<file path="src/hdl/bet_pkg.sv">
// Types, codes and constants of the blocked-entry timeout table.
`timescale 1ns / 1ps

package bet_pkg;

    localparam int unsigned BET_CAPACITY = 16;
    localparam logic [31:0] LIMIT_RESET  = 32'd1000000;

    typedef enum logic [1:0] {
        FUNC_ADD     = 2'd0,
        FUNC_UNBLOCK = 2'd1,
        FUNC_REMOVE  = 2'd2,
        FUNC_SWEEP   = 2'd3
    } func_t;

    typedef enum logic [2:0] {
        STATUS_DONE      = 3'd0,
        STATUS_NOT_FOUND = 3'd1,
        STATUS_FULL      = 3'd2,
        STATUS_EXPIRED   = 3'd3,
        STATUS_NONE      = 3'd4
    } status_t;

    typedef struct packed {
        func_t       func;
        logic [31:0] txn_id;
        logic [31:0] time_now;
    } in_t;

    typedef struct packed {
        status_t     status;
        logic [31:0] result_id;
        logic        last;
    } out_t;

    // Broadcast from the controller to every cell.
    typedef struct packed {
        logic        do_op;     // add, unblock or remove transfer
        logic        do_sweep;  // sweep transfer
        logic        do_pop;    // emit lowest pending expired entry
        logic        found;     // some cell matches txn_id
        func_t       func;
        logic [31:0] txn_id;
        logic [31:0] time_now;
        logic [31:0] limit;
    } cmd_t;

    // Passed from each cell to the next, lowest slot first.
    typedef struct packed {
        logic        match_seen;
        logic        free_seen;
        logic        pend_seen;
        logic        extra_seen;
        logic [31:0] id_acc;
    } link_t;

endpackage

</file>
<file path="src/hdl/bet_cell.sv">
// One table slot: id, start time, flags, and its link in the priority chain.
`timescale 1ns / 1ps

module bet_cell (
    input  logic          aclk,
    input  logic          aresetn,
    input  bet_pkg::cmd_t cmd,
    input  bet_pkg::link_t link_in,
    output bet_pkg::link_t link_out
);
    import bet_pkg::*;

    logic        valid_reg, valid_next;
    logic        pend_reg, pend_next;
    logic        blocked_reg, blocked_next;
    logic [31:0] id_reg, id_next;
    logic [31:0] start_reg, start_next;

    logic        match;
    logic        hit;
    logic        take;
    logic        pend_sel;
    logic        expired;
    logic [31:0] elapsed;

    assign match    = valid_reg && (id_reg == cmd.txn_id);
    assign hit      = match && !link_in.match_seen;
    assign take     = !valid_reg && !link_in.free_seen;
    assign pend_sel = pend_reg && !link_in.pend_seen;
    assign elapsed  = cmd.time_now - start_reg;
    assign expired  = valid_reg && blocked_reg && (elapsed > cmd.limit);

    assign link_out.match_seen = link_in.match_seen | match;
    assign link_out.free_seen  = link_in.free_seen | !valid_reg;
    assign link_out.pend_seen  = link_in.pend_seen | pend_reg;
    assign link_out.extra_seen = link_in.extra_seen | (pend_reg && link_in.pend_seen);
    assign link_out.id_acc     = link_in.id_acc | (pend_sel ? id_reg : 32'd0);

    always_comb begin
        valid_next   = valid_reg;
        pend_next    = pend_reg;
        blocked_next = blocked_reg;
        id_next      = id_reg;
        start_next   = start_reg;
        if (cmd.do_op) begin
            case (cmd.func)
                FUNC_ADD: begin
                    if (hit) begin
                        start_next = cmd.time_now;
                    end else if (!cmd.found && take) begin
                        valid_next   = 1'b1;
                        id_next      = cmd.txn_id;
                        start_next   = cmd.time_now;
                        blocked_next = 1'b1;
                    end
                end
                FUNC_UNBLOCK: begin
                    if (hit) begin
                        blocked_next = 1'b0;
                    end
                end
                FUNC_REMOVE: begin
                    if (hit) begin
                        valid_next = 1'b0;
                    end
                end
                default: begin
                end
            endcase
        end
        if (cmd.do_sweep) begin
            // drop expired entries now, hold the id for reporting
            pend_next = expired;
            if (expired) begin
                valid_next = 1'b0;
            end
        end
        if (cmd.do_pop && pend_sel) begin
            pend_next = 1'b0;
        end
    end

    always_ff @(posedge aclk) begin
        if (!aresetn) begin
            valid_reg <= 1'b0;
            pend_reg  <= 1'b0;
        end else begin
            valid_reg <= valid_next;
            pend_reg  <= pend_next;
        end
    end

    always_ff @(posedge aclk) begin
        blocked_reg <= blocked_next;
        id_reg      <= id_next;
        start_reg   <= start_next;
    end

endmodule

</file>
<file path="src/hdl/blocked_entry_timeout_table_core.sv">
// Top level of the blocked-entry timeout table: cell row, control and result register.
// Add, unblock and remove: result is registered in the cycle after the input transfer; the
//   next input is taken in the cycle that result is taken, so one item per cycle.
// Sweep: cells latch their expiry flags at the transfer, then one expired id per cycle,
//   paced by the single result register; input is held off until the last one is loaded.
// Id lookup and free-slot search run combinationally through the priority chain of cells.
// Reset (synchronous, aresetn low) clears slot valid flags and sets the limit to 1000000.
`timescale 1ns / 1ps

module blocked_entry_timeout_table_core #(
    parameter int unsigned CAPACITY = bet_pkg::BET_CAPACITY
) (
    input  logic           aclk,
    input  logic           aresetn,
    // input items
    input  logic           s_valid,
    output logic           s_ready,
    input  bet_pkg::in_t   s_data,
    // result items
    output logic           m_valid,
    input  logic           m_ready,
    output bet_pkg::out_t  m_data,
    // overtime limit register
    input  logic           cfg_valid,
    output logic           cfg_ready,
    input  logic [31:0]    cfg_data
);
    import bet_pkg::*;

    typedef enum logic [1:0] {
        ST_IDLE  = 2'b01,
        ST_SWEEP = 2'b10
    } state_t;

    state_t      state_reg, state_next;
    logic [31:0] limit_reg, limit_next;
    logic [31:0] echo_id_reg, echo_id_next;
    logic        m_valid_reg, m_valid_next;
    out_t        m_data_reg, m_data_next;

    logic        out_free;
    logic        accept;
    cmd_t        cmd;
    link_t       links [CAPACITY+1];

    // Configuration is always taken; the user writes it only while idle.
    assign cfg_ready  = 1'b1;
    assign limit_next = (cfg_valid) ? cfg_data : limit_reg;

    // The result register can load when empty or being drained this cycle.
    assign out_free = !m_valid_reg || m_ready;
    assign s_ready  = (state_reg == ST_IDLE) && out_free;
    assign accept   = s_valid && s_ready;

    // Start of the priority chain: nothing seen below slot zero.
    assign links[0] = '0;

    assign cmd.do_op    = accept && (s_data.func != FUNC_SWEEP);
    assign cmd.do_sweep = accept && (s_data.func == FUNC_SWEEP);
    assign cmd.do_pop   = (state_reg == ST_SWEEP) && out_free && links[CAPACITY].pend_seen;
    assign cmd.found    = links[CAPACITY].match_seen;
    assign cmd.func     = s_data.func;
    assign cmd.txn_id   = s_data.txn_id;
    assign cmd.time_now = s_data.time_now;
    assign cmd.limit    = limit_reg;

    // Row of slot cells; each hands its link to the next higher slot.
    for (genvar g = 0; g < CAPACITY; g++) begin : g_cell
        bet_cell u_cell (
            .aclk     (aclk),
            .aresetn  (aresetn),
            .cmd      (cmd),
            .link_in  (links[g]),
            .link_out (links[g+1])
        );
    end

    always_comb begin
        state_next   = state_reg;
        echo_id_next = echo_id_reg;
        m_data_next  = m_data_reg;
        m_valid_next = m_valid_reg && !m_ready;
        case (state_reg)
            ST_IDLE: begin
                if (accept) begin
                    case (s_data.func)
                        FUNC_SWEEP: begin
                            // cells latch their expiry flags; report from next cycle
                            echo_id_next = s_data.txn_id;
                            state_next   = ST_SWEEP;
                        end
                        FUNC_ADD: begin
                            m_valid_next          = 1'b1;
                            m_data_next.result_id = s_data.txn_id;
                            m_data_next.last      = 1'b1;
                            m_data_next.status    =
                                (cmd.found || links[CAPACITY].free_seen) ?
                                STATUS_DONE : STATUS_FULL;
                        end
                        default: begin
                            m_valid_next          = 1'b1;
                            m_data_next.result_id = s_data.txn_id;
                            m_data_next.last      = 1'b1;
                            m_data_next.status    =
                                cmd.found ? STATUS_DONE : STATUS_NOT_FOUND;
                        end
                    endcase
                end
            end
            ST_SWEEP: begin
                if (out_free) begin
                    m_valid_next = 1'b1;
                    if (links[CAPACITY].pend_seen) begin
                        // report the lowest pending id; last when no other remains
                        m_data_next.status    = STATUS_EXPIRED;
                        m_data_next.result_id = links[CAPACITY].id_acc;
                        m_data_next.last      = !links[CAPACITY].extra_seen;
                        if (!links[CAPACITY].extra_seen) begin
                            state_next = ST_IDLE;
                        end
                    end else begin
                        m_data_next.status    = STATUS_NONE;
                        m_data_next.result_id = echo_id_reg;
                        m_data_next.last      = 1'b1;
                        state_next            = ST_IDLE;
                    end
                end
            end
            default: begin
                state_next = ST_IDLE;
            end
        endcase
    end

    always_ff @(posedge aclk) begin
        if (!aresetn) begin
            state_reg   <= ST_IDLE;
            limit_reg   <= LIMIT_RESET;
            m_valid_reg <= 1'b0;
        end else begin
            state_reg   <= state_next;
            limit_reg   <= limit_next;
            m_valid_reg <= m_valid_next;
        end
    end

    // Payload registers hold without reset.
    always_ff @(posedge aclk) begin
        echo_id_reg <= echo_id_next;
        m_data_reg  <= m_data_next;
    end

    assign m_valid = m_valid_reg;
    assign m_data  = m_data_reg;

endmodule

</file>
<file path="config.mk">
export PLATFORM = sky130hd
export DESIGN_NAME = blocked_entry_timeout_table_core
export DESIGN_NICKNAME = d
export VERILOG_FILES = /design/src/hdl/bet_pkg.sv /design/src/hdl/bet_cell.sv /design/src/hdl/blocked_entry_timeout_table_core.sv
export SDC_FILE = /design/constraint.sdc
export NUM_CORES = 2
export LEC_CHECK = 0
export BUFFER_PORTS_ARGS = -buffer_cell sky130_fd_sc_hd__buf_4
export CORE_ASPECT_RATIO = 1.5
export CORE_UTILIZATION = 42
export DETAILED_ROUTE_END_ITERATION = 10
export PLACE_DENSITY = 0.61
export SLEW_MARGIN = 20
export SYNTH_ARGS = -nofsm -noshare
export SYNTH_HDL_FRONTEND = slang
export SYNTH_SLANG_ARGS = --single-unit
</file>
<file path="constraint.sdc">
create_clock -name aclk -period 5.83 [get_ports aclk]
set_input_delay 0.2915 -clock aclk [delete_from_list [all_inputs] [get_ports aclk]]
set_output_delay 0.2915 -clock aclk [all_outputs]
set_load 0.03 [all_outputs]
</file>
== Word-level counts from Yosys, hierarchy flattened ==
Cells that the tools add are included.
W data, S select, Z words.

* RAM bits: 0
* Input bits: 103
* Output and inout port bits: 39
* Bits in registers: 1175
* ROM bits: 0
* Word-level logic and storage cells: 825
* Bits in latches: 0
* Memories: 0

* Div/mod/pow operators: 0
* Magnitude comparators: 16
* $mul: 0
* Shift-type cells: 0
* Reductions and logical operators: 299
* $add $sub $neg: 16
* Equality and inequality tests: 75
* Multiplexer cells: 241
* Bitwise gates (word level): 91

{| class="wikitable"
|+ Operator list
! kind !! number
|-
| $mux W32 || 48
|-
| $eq A32 B32 Y1 || 16
|-
| $gt A32 B32 Y1 || 16
|-
| $sub A32 B32 Y32 || 16
|-
| $or A32 B32 Y32 || 15
|-
| $mux W1 || 148
|-
| $logic_and A1 B1 Y1 || 147
|-
| $pmux W36 S2 || 2
|-
| $mux W36 || 3
|-
| $reduce_and A5 Y1 || 16
|-
| $reduce_and A4 Y1 || 18
|-
| $ne A2 B1 Y1 const B || 33
|-
| $pmux W1 S2 || 33
|-
| $logic_not A1 Y1 || 64
|-
| $or A1 B1 Y1 || 59
|-
| $reduce_and A3 Y1 || 17
|-
| $ne A2 B2 Y1 const B || 20
|-
| $reduce_bool A2 Y1 || 18
|-
| $reduce_or A2 Y1 || 16
|-
| $not A1 Y1 || 17
|-
| $mux W2 || 6
|-
| $eq A2 B2 Y1 const B || 3
|-
| $eq A2 B1 Y1 const B || 2
|-
| $pmux W2 S2 || 1
|-
| other kinds (3) || 4
|}

== Depth between registers and ports, before layout ==
* Word-level depth: 25
* Mapped depth: 27
* Gate-level depth less buffers: 27

== Modules after synthesis ==
Synthesis repeated with hierarchy kept, for this count alone.

* Cell total of the unflattened synthesis: 9114
* Area, all modules: 89821.1 um^2

{| class="wikitable"
|+ By module, submodules not included
! module !! area an instance (um^2) !! sequential area each (um^2) !! cells an instance !! times used
|-
| bet_cell at g_cell[10].u_cell ... || 5308.8 || 1991.9 || 540 || 7
|-
| bet_cell at g_cell[8].u_cell ... || 5417.7 || 1991.9 || 569 || 2
|-
| bet_cell at g_cell[6].u_cell ... || 5393.9 || 1991.9 || 551 || 2
|-
| bet_cell at g_cell[4].u_cell || 5416.4 || 1991.9 || 574 || 1
|-
| bet_cell at g_cell[0].u_cell || 5401.4 || 1991.9 || 553 || 1
|-
| bet_cell at g_cell[5].u_cell || 5380.2 || 1991.9 || 550 || 1
|-
| bet_cell at g_cell[12].u_cell || 5373.9 || 1991.9 || 553 || 1
|-
| bet_cell at g_cell[11].u_cell || 5265.0 || 1991.9 || 542 || 1
|-
| blocked_entry_timeout_table_core || 4199.0 || 2742.6 || 322 || 1
|}

== Worst setup path before layout ==
No wires, ideal clock.

* Path type: input port to flip-flop
* Start: input s_data[63] in the netlist's numbering
* End: register g_cell[2].u_cell.blocked_reg (enable)
* Required time: 5525 ps
* Library setup time: 305 ps
* Path buffers: 2
* Arrival: 4737 ps
* Stages: 12
* Path slack: 789 ps
* Cells stage by stage: buf_2 xnor2_1 nand4_1 nor4_1 and3_1 nor3_1 and4bb_2 nor4bb_1 buf_2 nand2_1 nor3_1 o21bai_1

* Word-level cells in the longest chain between the ends: 21
* Elaborated cells on any way between the ends: 55
* Those cells by class: eq/ne (19); bitwise (15); reduce/logical (21)

{| class="wikitable"
|+ Ends and longest elaborated chain
! what !! line !! text
|-
| start: declaration || blocked_entry_timeout_table_core.sv:18 || <nowiki>input bet_pkg::in_t s_data,</nowiki>
|-
| $eq A32 B32 Y1 || bet_cell.sv:26 || <nowiki>assign match = valid_reg && (id_reg == cmd.txn_id);</nowiki>
|-
| $logic_and A1 B1 Y1 || bet_cell.sv:26 ||
|-
| $or A1 B1 Y1 (15 in series) || bet_cell.sv:33 || <nowiki>assign link_out.match_seen = link_in.match_seen | match;</nowiki>
|-
| $logic_not A1 Y1 || bet_cell.sv:50 || <nowiki>end else if (!cmd.found && take) begin</nowiki>
|-
| $logic_and A1 B1 Y1 || bet_cell.sv:50 ||
|-
| $ne A2 B1 Y1 (no line) || - ||
|-
| $reduce_and A5 Y1 (no line) * || - ||
|-
| end signal: assignment || bet_cell.sv:94 || <nowiki>blocked_reg <= blocked_next;</nowiki>
|-
| end: declaration || bet_cell.sv:15 || <nowiki>logic blocked_reg, blocked_next;</nowiki>
|}

Mark *: on every way between the ends. The rest lies on a longest branch, timed or not.
A chain may end at the register's enable or synchronous reset.

== Final worst setup path ==
* Start: input s_data[5] in the netlist's numbering
* End: register g_cell[3].u_cell.valid_reg

* Word-level cells in the longest chain between the ends: 5

{| class="wikitable"
|+ Ends and longest elaborated chain
! what !! line !! text
|-
| $sub A32 B32 Y32 || bet_cell.sv:30 || <nowiki>assign elapsed = cmd.time_now - start_reg;</nowiki>
|-
| $gt A32 B32 Y1 || bet_cell.sv:31 || <nowiki>assign expired = valid_reg && blocked_reg && (elapsed > cmd.limit);</nowiki>
|-
| $logic_and A1 B1 Y1 || bet_cell.sv:31 ||
|-
| $mux W1 || bet_cell.sv:74 || <nowiki>if (expired) begin</nowiki>
|-
| $mux W1 || bet_cell.sv:71 || <nowiki>if (cmd.do_sweep) begin</nowiki>
|-
| end signal: assignment || bet_cell.sv:88 || <nowiki>valid_reg <= valid_next;</nowiki>
|-
| end: declaration || bet_cell.sv:13 || <nowiki>logic valid_reg, valid_next;</nowiki>
|}

No other way between the ends.

==> impl_summary.txt <==
----------------------------------------------------
[Status]
  Outcome ... finished, final reports clean

[Clocking]
  Setup repair bufs after CTS ... 0
  CTS HTree Levels ... 3
  Clock sink total ... 1175
  Buffer type at the clock tree root ... clkbuf_16
  Clock edge transition at the registers on the reported setup and hold paths ... 0.07 ns
  Maximum buffer depth of the clock tree ... 3
  Clock tree from TritonCTS ... done
  Number of buffers created by CTS ... 121
  Worst-skew pair later-pin latency ... 0.78 ns

[Worst setup path]
  RR Startpoint ... g_cell[4].u_cell.start_reg[1]
  Delay of the slowest cell on the worst path ... 0.67 ns
  Critical path destination ... g_cell[3].u_cell.valid_reg
  Cell type group with the largest total delay on the critical path ... compound AO/OA/AOI/OAI gates
  Logic depth of the worst register-to-register path ... 22
  Worst setup startpoint ... s_data[5]
  Worst path arrival time ... 6.12 ns
  CP Class ... input pin to register
  Worst Path Required ... 6.46 ns
  Kind of end point of the critical path ... register
  FF-to-FF End ... g_cell[4].u_cell.valid_reg
  Instance count on the critical path ... 22
  Number of buffers and inverters on the critical path ... 3
  Type of origin of the critical path ... input pin
  Biggest fanout along the worst timing path ... 23
  Slowest stage cell, crit path ... o41ai_1
  Register-to-register setup slack ... 0.41 ns
  Chain of cells forming the critical path ... dlygate4sd3_1 -> buf_4 -> ha_1 -> nor3_1 -> nor3b_1 -> and3_1 -> a221oi_2 -> o311a_1 -> o41ai_1 -> a2111oi_0 -> nor3_1 -> a221o_1 -> mux2i_1 -> nand3_1 -> ha_1 -> nand4_1 -> nor4_1 -> o21ai_0 -> a31oi_1 -> o31ai_1 -> buf_4 -> and3_1

[Floorplan]
  Effective utilization at floorplan ... 0.423
  Core area ... 0.192 sq mm
  Height of the die ... 541 microns
  Floorplan die area ... 0.195 sq mm
  Number of top-level pins ... about 140
  Std cell rows ... 197
  Die W ... between 300 and 400 microns

[Timing]
  Final Cycle Share ... 0.941
  Maximum clock rate ... ~0.18 GHz
  Minimum clock period ... 5.49 ns
  Worst hold-check slack ... 0.0382 ns
  Count of final setup violators ... 0
  Count of final max-slew check failures ... 0
  Unrepaired setup endpoints after global routing ... false
  Final hold viol count ... 0
  Transition time at the pin with the least slew margin ... between 1 and 1.5 ns
  Tightest slew margin relative to the limit ... 0.257
  Post-route clock skew ... 0.0567 ns

[Routing]
  Top Metal Used ... met5
  Post-detailed-route count of antenna-violating nets ... 0
  Router iterations before antenna repair ... 7
  DRC violation total after the first TritonRoute iteration ... 5627
  Sum of routed wire length over all layers ... 256000 microns
  Length of routed met2 wiring ... 125000 microns
  Met3 WL ... 13900 microns
  Vias per cell ... 5.87
  Overall via count from detail_route ... 62400
  WL/cell ... 24.0 microns
  Met1 Routed Length ... 100000 microns
  DR DRC count ... 0

[Synthesis]
  Share of synthesized area occupied by flip-flops and latches ... 0.426
  Average instance area after synthesis ... 10.6 sq um
  Synth Cell Area ... 0.0813 sq mm
  Area share of fa/ha/maj cells after synthesis ... 0.160
  Async set-or-reset flop fraction in the synthesized netlist ... 0
  Distinct cell type count of the synthesized netlist ... 88
  Portion of synthesized cell area occupied by the leading cell type ... 0.409
  Portion of netlist area occupied by mux cells ... 0.00345
  Main combinational cell family by area after synthesis ... compound AO/OA/AOI/OAI gates
  Prevailing post-synth register cell ... edfxtp_1
  Dominant cell type by area after synthesis ... edfxtp_1
  Number of synthesized flops with an enable pin ... around 1100
  Dominant cells by area after synthesis ... edfxtp_1, ha_1, xnor2_1
  Number of warnings issued by yosys ... 0
  Post-synthesis register bit count ... 1175
  Synth Area in Simple Gates ... 0.105
  Total nets after synthesis ... 8782
  Synth Area in Compound Gates ... 0.164
  Count of mapped cells out of synthesis ... 7653
  Share of the synthesized netlist area taken by xor and xnor gates ... 0.103

[Power]
  Worst vdd ir ... 0.284 mV
  Static power due to leakage ... 0.0368 uW
  Power per unit of standard cell area ... approximately 240 mW/mm^2

[Place]
  Placed standard-cell area ... 0.0867 sq mm
  Routability congestion estimate ... 0.949
  # port buffers ... 140
  DPL Wire Length ... 192000 microns

[Global route]
  GR Overflow Total ... 0
  First-pass GRT wire length ... 380000 microns
  Number of antenna violations at the first check in global routing ... 5
  Pin count of the biggest net entering global routing ... 70
  Via count of the first global-routing pass ... 61100
  Aggregate global-route resource usage ... 0.256

[Cells and area]
  Layout fillers ... 17700
  Share of layout cells above drive strength 1 ... 0.0784
  Area overhead of the layout relative to synthesis ... 12.4%
  Number of nets in the final layout ... 9169
  Design area ... 0.0914 sq mm

[Worst hold path]
  Min-delay worst type ... input pin to register
  Hold Path Origin ... s_data[50]

[Flow run]
  # Max-Cap Violations ... 0

----------------------------------------------------
==> Yosys cell counts, types with 13 or more instances <==
master,number
o31a_1,20
a221o_1,72
ha_1,1010
o211ai_1,36
and2_1,28
nand3b_1,15
a211o_1,13
a222oi_1,64
o21ai_0,306
o21bai_1,59
a211oi_1,50
nor2b_1,142
mux2i_1,28
o31ai_1,27
fa_1,16
a221oi_1,71
a2111oi_0,17
o21a_1,118
or2_2,20
a21o_1,306
edfxtp_1,1108
buf_2,69
and3_1,51
a21boi_0,14
inv_1,658
nor4_1,92
nand3_1,154
clkbuf_1,94
nor2_1,401
nand2b_1,99
dfxtp_1,67
nand4_1,203
xor2_1,382
or3_1,29
xnor2_1,570
nor3_1,125
a22oi_1,68
nand2_1,258
a31oi_1,50
a21oi_1,559
==> logic make-up after synthesis <==
group / Yosys count
XOR/XNOR: 952
AND/OR/NAND/NOR: 1665
other: 1
flip-flops: 1175
multiplexers: 28
AO/OA/AOI/OAI: 1975
buffers and inverters: 829
adder cells (fa/ha/maj): 1028
==> cell usage in the layout (no fill, tap or decap), types with 51 or more instances in the layout <==
cell	netlist	final
nand3_1	154	154
clkbuf_16	0	123
xor2_1	382	382
nor2b_1	142	141
inv_1	658	657
o21ai_0	306	301
a21oi_1	559	550
nand2_1	258	257
a221oi_1	71	71
nand4_1	203	203
o21bai_1	59	59
buf_4	2	360
nor2_1	401	388
xnor2_1	570	570
a21o_1	306	306
dfxtp_1	67	66
and3_1	51	51
o21a_1	118	118
dlygate4sd3_1	0	71
nor3_1	125	122
ha_1	1010	1010
nor4_1	92	92
nand2b_1	99	99
a22oi_1	68	68
edfxtp_1	1108	1108
a222oi_1	64	64
a221o_1	72	72
==> how the worst min path moves through the flow <==
| stage | end | slack [ns] | depth (start not counted) |
|---|---|---|---|
| CTS | g_cell[9].u_cell.id_reg[4] | 0.003 | 1 |
| global route | g_cell[11].u_cell.start_reg[26] | 0.02 | 1 |
| finish | g_cell[8].u_cell.id_reg[18] | 0.04 | 1 |
| floorplan | echo_id_reg[0] | 0.39 | 0 |
| global placement | state_reg[1] | 0.47 | 2 |
| detailed placement | state_reg[1] | 0.48 | 2 |
==> where the power goes <==
| part | leakage [uW] | switching, uW | total [uW] | internal [uW] |
|---|---|---|---|---|
| clock | 0.00189 | 3590 | 7890 | 4300 |
| combinational | 0.0244 | 2610 | 4350 | 1740 |
| sequential | 0.0105 | 71.3 | 9470 | 9400 |
==> routing by layer <==
metal,global-route usage,up-vias
met5,0,-
met4,0.150,2
met3,0.0308,606
met2,0.447,2154
met1,0.301,30300
li1,-,29400
==> metrics by stage <==
stage	instances	total power [uW]	setup slack, ns	TNS (ns)	util
finish	10600	21700	0.342	0	0.475
global route	10600	22600	0.00426	0	0.475
CTS	10600	21900	0.382	0	0.475
detailed placement	10300	13900	-0.0707	-0.0707	0.451
global placement	10300	13800	-0.0840	-0.0840	0.451
floorplan	7653	12500	0.789	0	-
==> final cells by class <==
cell class	instances	area [sq um]	area share
multi-input combinational	5649	43800	0.479
sequential	1175	34600	0.379
timing repair buffer	434	3470	0.0380
clock buffer	150	3200	0.0350
tap	2487	3110	0.0340
inverter	659	2470	0.0271
clock inverter	79	727	0.00795
antenna	3	7.51	0.0000821
==> repair_timing <==
action,in CTS,in global routing
setup endpoints to repair,0,7
gates resized for setup,0,9
endpoints found under the hold margin,231,0
hold buffers,71,0
No activity file was read; power rests on OpenSTA's default activity.
